`src/rtl/efa_pkg.sv`:
```
// ----------------------------------------------------------------------------
// efa_pkg: encoder frequency adjuster shared definitions
// Beat types, request and step codes, register indexes and reset values.
// ----------------------------------------------------------------------------
package efa_pkg;

  localparam int FREQ_W    = 24;
  localparam int STEP_W    = 20;
  localparam int TICKS_W   = 8;
  localparam int CNT_W     = 4;
  localparam int CFG_IDX_W = 3;
  localparam int CFG_DATA_W = 24;

  localparam logic [FREQ_W-1:0]  RESET_FREQ    = FREQ_W'(1000);
  localparam logic [STEP_W-1:0]  RESET_STEP    = STEP_W'(1);
  localparam logic [TICKS_W-1:0] RESET_TICKS   = TICKS_W'(4);
  localparam logic [CNT_W-1:0]   RESET_CONFIRM = CNT_W'(2);
  localparam logic [FREQ_W-1:0]  RESET_MAX     = FREQ_W'(15625);
  localparam logic [FREQ_W-1:0]  RESET_MIN     = FREQ_W'(1);

  typedef enum logic [1:0] {
    REQ_PULSE = 2'd0,
    REQ_DIR   = 2'd1,
    REQ_TICK  = 2'd2
  } req_type_t;

  typedef enum logic [1:0] {
    STEP_NONE = 2'd0,
    STEP_UP   = 2'd1,
    STEP_DOWN = 2'd2
  } stepped_t;

  typedef enum logic [CFG_IDX_W-1:0] {
    CFG_STEP_SIZE     = 3'd0,
    CFG_LOCKOUT_TICKS = 3'd1,
    CFG_CONFIRM_COUNT = 3'd2,
    CFG_MAX_FREQUENCY = 3'd3,
    CFG_MIN_FREQUENCY = 3'd4
  } cfg_index_t;

  typedef struct packed {
    logic [1:0] req_type;
    logic       pulse_level;
    logic       dir_level;
  } in_beat_t;

  typedef struct packed {
    logic [FREQ_W-1:0] frequency;
    logic [1:0]        stepped;
    logic              lockout_active;
  } out_beat_t;

endpackage

```
`src/rtl/encoder_frequency_adjuster_core.sv`:
```
// ----------------------------------------------------------------------------
// encoder_frequency_adjuster_core: rotary encoder to frequency setting
// Turns encoder pin events and millisecond ticks into a clamped frequency.
// ----------------------------------------------------------------------------
//  channel  direction  handshake          payload
//  in_      input      in_valid/in_stall  efa_pkg::in_beat_t
//  out_     output     out_valid/out_stall efa_pkg::out_beat_t
//  cfg_     input      cfg_we             cfg_index, cfg_data
//
//  One beat per cycle while in_stall is low; each result is registered.
//  State updates in a single pass between the input and the output register.
//  A two-entry output register and skid slot let one more beat in while the
//  result side stalls; in_stall is the registered skid-full flag.
//  Synchronous active-low reset restores all but the result data registers.
// ----------------------------------------------------------------------------
module encoder_frequency_adjuster_core (
  input  logic                            clk,
  input  logic                            rst_n,
  input  logic                            in_valid,
  output logic                            in_stall,
  input  efa_pkg::in_beat_t               in_data,
  output logic                            out_valid,
  input  logic                            out_stall,
  output efa_pkg::out_beat_t              out_data,
  input  logic                            cfg_we,
  input  logic [efa_pkg::CFG_IDX_W-1:0]   cfg_index,
  input  logic [efa_pkg::CFG_DATA_W-1:0]  cfg_data
);

  logic [efa_pkg::STEP_W-1:0]  step_r;
  logic [efa_pkg::TICKS_W-1:0] ticks_r;
  logic [efa_pkg::CNT_W-1:0]   confirm_r;
  logic [efa_pkg::FREQ_W-1:0]  max_r;
  logic [efa_pkg::FREQ_W-1:0]  min_r;

  logic [efa_pkg::FREQ_W-1:0]  freq_r, freq_nxt;
  logic                        phase_r, phase_nxt;
  logic [efa_pkg::CNT_W-1:0]   up_r, up_nxt;
  logic [efa_pkg::CNT_W-1:0]   down_r, down_nxt;
  logic                        lock_r, lock_nxt;
  logic [efa_pkg::TICKS_W-1:0] timer_r, timer_nxt;

  efa_pkg::out_beat_t out_r, out_nxt;
  efa_pkg::out_beat_t skd_r, skd_nxt;
  efa_pkg::out_beat_t res;
  logic               out_valid_r, out_valid_nxt;
  logic               skd_valid_r, skd_valid_nxt;

  logic                        acc;
  logic                        same;
  logic                        is_pin;
  logic                        cw;
  logic [efa_pkg::CNT_W-1:0]   up_inc;
  logic [efa_pkg::CNT_W-1:0]   down_inc;
  logic [efa_pkg::TICKS_W-1:0] timer_inc;
  logic [efa_pkg::FREQ_W:0]    freq_pre;
  logic [efa_pkg::FREQ_W-1:0]  freq_hi;
  logic [1:0]                  stepped;

  assign acc       = in_valid && !skd_valid_r;
  assign in_stall  = skd_valid_r;
  assign out_valid = out_valid_r;
  assign out_data  = out_r;

  always_ff @(posedge clk) begin
    if (!rst_n) begin
      step_r    <= efa_pkg::RESET_STEP;
      ticks_r   <= efa_pkg::RESET_TICKS;
      confirm_r <= efa_pkg::RESET_CONFIRM;
      max_r     <= efa_pkg::RESET_MAX;
      min_r     <= efa_pkg::RESET_MIN;
    end else if (cfg_we) begin
      case (cfg_index)
        efa_pkg::CFG_STEP_SIZE:     step_r    <= cfg_data[efa_pkg::STEP_W-1:0];
        efa_pkg::CFG_LOCKOUT_TICKS: ticks_r   <= cfg_data[efa_pkg::TICKS_W-1:0];
        efa_pkg::CFG_CONFIRM_COUNT: confirm_r <= cfg_data[efa_pkg::CNT_W-1:0];
        efa_pkg::CFG_MAX_FREQUENCY: max_r     <= cfg_data[efa_pkg::FREQ_W-1:0];
        efa_pkg::CFG_MIN_FREQUENCY: min_r     <= cfg_data[efa_pkg::FREQ_W-1:0];
        default: ;
      endcase
    end
  end

  always_comb begin
    same      = (in_data.pulse_level == in_data.dir_level);
    is_pin    = (in_data.req_type == efa_pkg::REQ_PULSE) ||
                (in_data.req_type == efa_pkg::REQ_DIR);
    cw        = (in_data.req_type == efa_pkg::REQ_PULSE) ? same : !same;
    up_inc    = up_r + efa_pkg::CNT_W'(1);
    down_inc  = down_r + efa_pkg::CNT_W'(1);
    timer_inc = timer_r + efa_pkg::TICKS_W'(1);

    freq_pre  = {1'b0, freq_r};
    phase_nxt = phase_r;
    up_nxt    = up_r;
    down_nxt  = down_r;
    lock_nxt  = lock_r;
    timer_nxt = timer_r;
    stepped   = efa_pkg::STEP_NONE;

    if (is_pin && !lock_r) begin
      if (cw) begin
        down_nxt = '0;
        if (phase_r != same) begin
          up_nxt = up_inc;
          if (up_inc == confirm_r) begin
            freq_pre = {1'b0, freq_r} + {{(efa_pkg::FREQ_W+1-efa_pkg::STEP_W){1'b0}}, step_r};
            up_nxt   = '0;
            stepped  = efa_pkg::STEP_UP;
          end
        end
      end else begin
        up_nxt = '0;
        if (phase_r != same) begin
          down_nxt = down_inc;
          if (down_inc == confirm_r) begin
            if (freq_r > efa_pkg::FREQ_W'(step_r)) begin
              freq_pre = {1'b0, freq_r - efa_pkg::FREQ_W'(step_r)};
            end else begin
              freq_pre = (efa_pkg::FREQ_W+1)'(step_r);
            end
            down_nxt = '0;
            stepped  = efa_pkg::STEP_DOWN;
          end
        end
      end
      phase_nxt = same;
      lock_nxt  = 1'b1;
    end else if ((in_data.req_type == efa_pkg::REQ_TICK) && lock_r) begin
      if (timer_inc >= ticks_r) begin
        timer_nxt = '0;
        lock_nxt  = 1'b0;
      end else begin
        timer_nxt = timer_inc;
      end
    end

    if (freq_pre > {1'b0, max_r}) begin
      freq_hi = max_r;
    end else begin
      freq_hi = freq_pre[efa_pkg::FREQ_W-1:0];
    end
    if (freq_hi < min_r) begin
      freq_nxt = min_r;
    end else begin
      freq_nxt = freq_hi;
    end

    res.frequency      = freq_nxt;
    res.stepped        = stepped;
    res.lockout_active = lock_nxt;
  end

  always_ff @(posedge clk) begin
    if (!rst_n) begin
      freq_r  <= efa_pkg::RESET_FREQ;
      phase_r <= 1'b0;
      up_r    <= '0;
      down_r  <= '0;
      lock_r  <= 1'b0;
      timer_r <= '0;
    end else if (acc) begin
      freq_r  <= freq_nxt;
      phase_r <= phase_nxt;
      up_r    <= up_nxt;
      down_r  <= down_nxt;
      lock_r  <= lock_nxt;
      timer_r <= timer_nxt;
    end
  end

  always_comb begin
    out_nxt       = out_r;
    skd_nxt       = skd_r;
    out_valid_nxt = out_valid_r;
    skd_valid_nxt = skd_valid_r;
    if (!out_valid_r || !out_stall) begin
      if (skd_valid_r) begin
        out_nxt       = skd_r;
        out_valid_nxt = 1'b1;
        skd_valid_nxt = 1'b0;
      end else begin
        out_nxt       = res;
        out_valid_nxt = acc;
      end
    end else if (acc) begin
      skd_nxt       = res;
      skd_valid_nxt = 1'b1;
    end
  end

  always_ff @(posedge clk) begin
    if (!rst_n) begin
      out_valid_r <= 1'b0;
      skd_valid_r <= 1'b0;
    end else begin
      out_valid_r <= out_valid_nxt;
      skd_valid_r <= skd_valid_nxt;
    end
    out_r <= out_nxt;
    skd_r <= skd_nxt;
  end

  a_skid_needs_out: assert property (@(posedge clk) disable iff (!rst_n)
    skd_valid_r |-> out_valid_r)
    else $error("skid slot full while output register empty");

  a_skid_fills: assert property (@(posedge clk) disable iff (!rst_n)
    acc && out_valid_r && out_stall |=> skd_valid_r)
    else $error("stalled beat not captured in skid slot");

  a_step_locks: assert property (@(posedge clk) disable iff (!rst_n)
    out_valid_r && (out_r.stepped != efa_pkg::STEP_NONE) |-> out_r.lockout_active)
    else $error("step reported without lockout");

  a_timer_locked: assert property (@(posedge clk) disable iff (!rst_n)
    (timer_r != '0) |-> lock_r)
    else $error("lockout timer running while unlocked");

endmodule

```
`config.mk`:
```
export PLATFORM = sky130hd
export DESIGN_NAME = encoder_frequency_adjuster_core
export DESIGN_NICKNAME = d
export VERILOG_FILES = /design/src/rtl/efa_pkg.sv /design/src/rtl/encoder_frequency_adjuster_core.sv
export SDC_FILE = /design/constraint.sdc
export NUM_CORES = 1
export LEC_CHECK = 0
export BUFFER_PORTS_ARGS = -buffer_cell sky130_fd_sc_hd__buf_4
export CAP_MARGIN = 10
export CORE_MARGIN = 5
export CORE_UTILIZATION = 60
export CTS_CLUSTER_SIZE = 40
export DETAILED_ROUTE_END_ITERATION = 7
export PLACE_DENSITY = 0.75
export RECOVER_POWER = 50
export SYNTH_ARGS = -nofsm -noshare
export SYNTH_HDL_FRONTEND = slang
export SYNTH_SLANG_ARGS = --single-unit
```
`constraint.sdc`:
```
create_clock -name clk -period 8.6 [get_ports clk]
set_clock_uncertainty 0.05 [all_clocks]
set_input_delay 1.72 -clock clk [delete_from_list [all_inputs] [get_ports clk]]
set_output_delay 1.72 -clock clk [all_outputs]
set_load 0.005 [all_outputs]
```
# Word level (Yosys, flattened, before mapping)
# Index checks and enable logic that the tools add are counted.
# op_classes
n_bitwise	3
magnitude_cmp	4
reduce_logical	24
n_addsub	5
eq_ne	11
n_mux	28
# op_table
operator	n
$mux W24	5
$mux W25	4
$mux W27	1
$add A24 B20 Y25	1
$gt A25 B24 Y1	1
$gt A24 B20 Y1	1
$lt A24 B24 Y1	1
$mux W4	6
$sub A24 B20 Y24	1
$reduce_and A2 Y1	7
$reduce_and A3 Y1	3
$add A4 B1 Y4 const B	2
$add A8 B1 Y8 const B	1
$eq A4 B4 Y1	2
$ge A8 B8 Y1	1
$mux W2	4
$mux W8	1
$mux W1	7
$eq A3 B2 Y1 const B	2
$logic_not A1 Y1	5
$eq A3 B1 Y1 const B	1
$eq A3 B3 Y1 const B	1
$logic_and A1 B1 Y1	3
$logic_not A3 Y1	1
10 further kinds	13
# word_totals
ff_bits	178
elab_cells	94

# Depth between registers and ports, before layout
# depth
word_depth	11
depth_mapped	36

# Least setup slack after synthesis
# OpenSTA, ideal clock, no wires.
# synth_timing
path_kind	in2reg
startpoint	input port in_data[0] (netlist bit)
endpoint	register out_r (netlist bit out_data[26]) (data pin)
setup_ps	260
path_slack_ps	806
required_ps	8290
path_stages	28
arrival_ps	7484
path_buffers	3
path_cell_list	xnor3_1 and2_1 nand3_1 nor2_1 o21ai_1 a222oi_1 ha_1 a21o_1 a21oi_1 o221ai_1 nor4_1 a211oi_1 nor2_1 buf_1 mux2_2 ha_1 a21o_1 a21o_1 a21oi_1 nor2b_1 o21ai_0 a21oi_1 a211o_1 a31o_1 buf_6 buf_6 mux2_4 mux2_4
# synth_via
elab_chain_cells	10
elab_cells_between_ends	13
# synth_rtl
item	line_no	source
from (decl)	encoder_frequency_adjuster_core.sv:21	input efa_pkg::in_beat_t in_data,
$eq A1 B1 Y1 *	encoder_frequency_adjuster_core.sv:85	same = (in_data.pulse_level == in_data.dir_level);
$ne A1 B1 Y1 / $logic_not A1 Y1 (equally long branches)	encoder_frequency_adjuster_core.sv:104, encoder_frequency_adjuster_core.sv:114, encoder_frequency_adjuster_core.sv:88	
$mux W24, or another cell as far along	encoder_frequency_adjuster_core.sv:114	if (phase_r != same) begin
$mux W25 *	encoder_frequency_adjuster_core.sv:102	if (cw) begin
$mux W25 *	encoder_frequency_adjuster_core.sv:101	if (is_pin && !lock_r) begin
$gt A25 B24 Y1	encoder_frequency_adjuster_core.sv:138	if (freq_pre > {1'b0, max_r}) begin
$mux W24 *	encoder_frequency_adjuster_core.sv:138	
$lt A24 B24 Y1	encoder_frequency_adjuster_core.sv:143	if (freq_hi < min_r) begin
$mux W24 *	encoder_frequency_adjuster_core.sv:143	
via freq_nxt, one bit	encoder_frequency_adjuster_core.sv:36	logic [efa_pkg::FREQ_W-1:0] freq_r, freq_nxt;
$mux W27 *	encoder_frequency_adjuster_core.sv:178	if (skd_valid_r) begin
to (signal assigned)	encoder_frequency_adjuster_core.sv:200	out_r <= out_nxt;
to (decl)	encoder_frequency_adjuster_core.sv:43	efa_pkg::out_beat_t out_r, out_nxt;
# The timed path passes the listed nets; every way through them passes the cells marked *.
# A chain may end at the register's enable or synchronous reset.

# Final worst setup path
# layout_timing
startpoint	input port in_data[0] (netlist bit)
endpoint	register out_r (netlist bit out_data[22]) (data pin)
# Same word-level chain as after synthesis.

==> results.md <==
* Setup tns final at 0 ns
* Antenna cells at 0
* DRT antenna net count at 0
* # IOs at 65
* Core area at 20,300 um^2
* Ys flop type: dfxtp_1
* DR vias/cell at 6.40
* DRT Wirelength at 39.8 mm
* Max-cap violations at 4
* Violated checks: capacitance limit, slew limit
* Pre-CTS WS at 0.0759 ns
* CP Capture Type: flop
* Synth-to-layout area growth at 12.1%
* Largest net degree at the start of global routing at 68
* Critical Path Fanout Max at 21
* Clk Latency, worst-skew pair at 0.45 ns
* Final Wtd Congestion at 1.01
* Final period utilization at 0.952
* Final Hold Vio Count at 0
* All-Layer GR Usage at 0.333
* Postcts setup bufs at 0
* Wire length of the first global-routing pass at 62.4 mm
* Fraction of layout cells with a size suffix above 1 at 0.144
* CP Launch Point: in_data[0]
* DR iter-0 viols at 1,022
* Kind of critical path: input port to flop
* Critical Path Start Type: input port
* Fmax at 122 MHz
* Clock power frac at 0.248
* Hold WC Path Type: flop to flop
* # setup viols final at 0
* Synth Register Bits at 178
* Number of fill cells at 1,697
* Initial core utilization at 0.611
* Crit path top cell by count: a21oi_1
* Relative slew slack at -1.09
* Synth Cell Area at 12,400 um^2
* Util after Layout at 0.684
* Area leader, netlist: dfxtp_1
* CTS max path bufs at 2
* Final min period at 8.19 ns
* Average wire per standard cell at 21.9 um
* Data arrival, critical path at 8.33 ns
* Num CTS Buffers at 17
* IR drop worst, VDD at 0.137 mV
* # nets final at 1,670
* Root Buffer: clkbuf_16
* Status: complete, but fails checks
* Register share of total power at 0.317
* Global route total overflow at 0
* Crit path required time at 8.74 ns
* Final HPWL DP at 30.5 mm
* Antenna violations before repair at 0
* Post-Layout Cell Count at 1,817
* Clock Sink Count at 178
* Crit-path max cell delay at 0.51 ns
* Hold path startpoint: ticks_r[4]
* Die area at 23,600 um^2
* Routed vias at 11,600
* Vias in the first global route at 11,300
* Max-slew violations at 180
* Ys Warns at 0
* Post-synthesis sequential area ratio at 0.331
* RR Startpoint: freq_r[0]
* Setup ws final at 0.411 ns
* Switch Pwr at 0.00128 W
* Post-synth top area share at 0.200
* Synthesized Nets at 1,608
* CTS tree: yes
* Post-synth ARST share at 0
* Slowest-stage cell, CP: clkbuf_1
* Post-DP Area at 13,300 um^2
* P per Cell Area at 234 nW/um^2
* Switching share of total power at 0.394
* Worst Tran Pin Value at 3.14 ns
* Synth top area cells: dfxtp_1 (20%), edfxtp_1 (13%), ha_1 (9.9%)
* Design Area, Final at 13,900 um^2
* Drt pass-1 iters at 6
* H-tree level count at 4
* Dpl cells at 1,785
* Internal power at 0.00197 W
* Mean area per synthesized cell at 8.42 um^2
* Number of distinct library cells after synthesis at 92
* Post-synth EDFFs at 54
* RSZ-0062 raised after global routing: false
* DRC errors left at 0
* Clock Pin Slew Worst Setup and Hold Paths at 0.08 ns
* Number of cell rows at 52
* Synth Instances at 1,472
* Leakage at 5.62 nW
* Die Y at 154 um
* # port buffers at 64
* Die width at 154 um
* Comb pwr share at 0.435
==> final cells by class <==
type                    count  area, um^2  area share
repair buffers            120         857      0.0617
multi-input cells        1112        7580       0.545
inverters                 105         394      0.0284
clock buffers              18         450      0.0324
flip-flops and latches    178        4100       0.295
clock inverters            14         173      0.0124
well taps                 270         338      0.0243
==> metrics by stage <==
stage	power (W)	hold WS, ns
after floorplan	0.00199	0.386
after global placement	0.00242	0.394
after detailed placement	0.00243	0.398
after CTS	0.00324	0.411
after global routing	0.00342	0.442
final	0.00326	0.409
==> sequential cells by signal (all words and copies together) (netlist names) <==
signal / count
out_data: 27
skd_r: 27
freq_r: 24
max_r: 24
min_r: 24
step_r: 20
ticks_r: 8
timer_r: 8
confirm_r: 4
down_r: 4
up_r: 4
in_stall: 1
lock_r: 1
out_valid: 1
phase_r: 1
==> critical path, delay by kind of cell <==
kind                     cells  cell delay [ns]
XOR/XNOR                     2             0.72
buffers and inverters        4             1.05
AND/OR/NAND/NOR              6             1.19
multiplexers                 3             0.90
AO/OA/AOI/OAI               11             2.24
adder cells (fa/ha/maj)      2             0.49
==> what timing repair did <==
action / 4_1_cts / 5_1_grt
setup endpoints to repair: 0 / 67
endpoints found under the hold margin: 0 / 0
resized for setup: 0 / 7
hold buffers: 0 / 0
==> cells in the mapped netlist, drive strengths merged (13+ instances only) <==
library cell,n
xnor2,29
nor4,17
mux2i,13
nor3,32
nand2,213
inv,102
and3,15
mux2,62
buf,25
o211ai,24
edfxtp,54
clkbuf,52
ha,98
nor2b,17
nor2,82
dfxtp,124
a21oi,154
nand3,42
o21a,15
o21ai,55
a21o,19
nand4,26
==> worst paths after layout <==
check | to | slack (ns) | cells after the start
hold / removal | ticks_r[4] | 0.41 | 2
setup reg to reg | out_data[22] | 0.49 | 32
hold reg to reg | ticks_r[4] | 0.41 | 2
setup / recovery | out_data[22] | 0.41 | 28
==> cells in the final DEF (no fill, tap or decap), types with 26 or more instances in the layout <==
cell,count
dfxtp_1,124
nand4_1,26
xnor2_1,29
nor2_1,81
o21ai_0,49
nor3_1,30
nand3_1,40
a21oi_1,154
nand2_1,213
ha_1,98
buf_4,81
inv_1,100
edfxtp_1,54
mux2_2,39
==> metal layers <==
metal / wire length [um] / share of wire / GRT usage
met3: 3070 / 0.077 / 0.0497
met5: 0 / 0 / 0
met1: 16100 / 0.40 / 0.432
met2: 18300 / 0.46 / 0.539
met4: 2420 / 0.061 / 0.176
==> cells by family after synthesis <==
kind of cell | count (synthesis) | share of synthesized area
AO/OA/AOI/OAI | 400 | 0.210
XOR/XNOR | 44 | 0.0345
adder cells (fa/ha/maj) | 100 | 0.102
buffers and inverters | 182 | 0.0602
flip-flops | 178 | 0.331
multiplexers | 75 | 0.0735
AND/OR/NAND/NOR | 493 | 0.188
==> power by group through the flow <==
stage | Sequential (W) | Clock [W] | Combinational (W)
2_1_floorplan | 0.00103 | 0 | 0.000963
3_3_place_gp | 0.00105 | 0 | 0.00137
3_5_place_dp | 0.00105 | 0 | 0.00138
4_1_cts | 0.00103 | 0.000813 | 0.00139
5_1_grt | 0.00104 | 0.000857 | 0.00153
6_report | 0.00103 | 0.000808 | 0.00142
(Power assumes the default switching activity.)
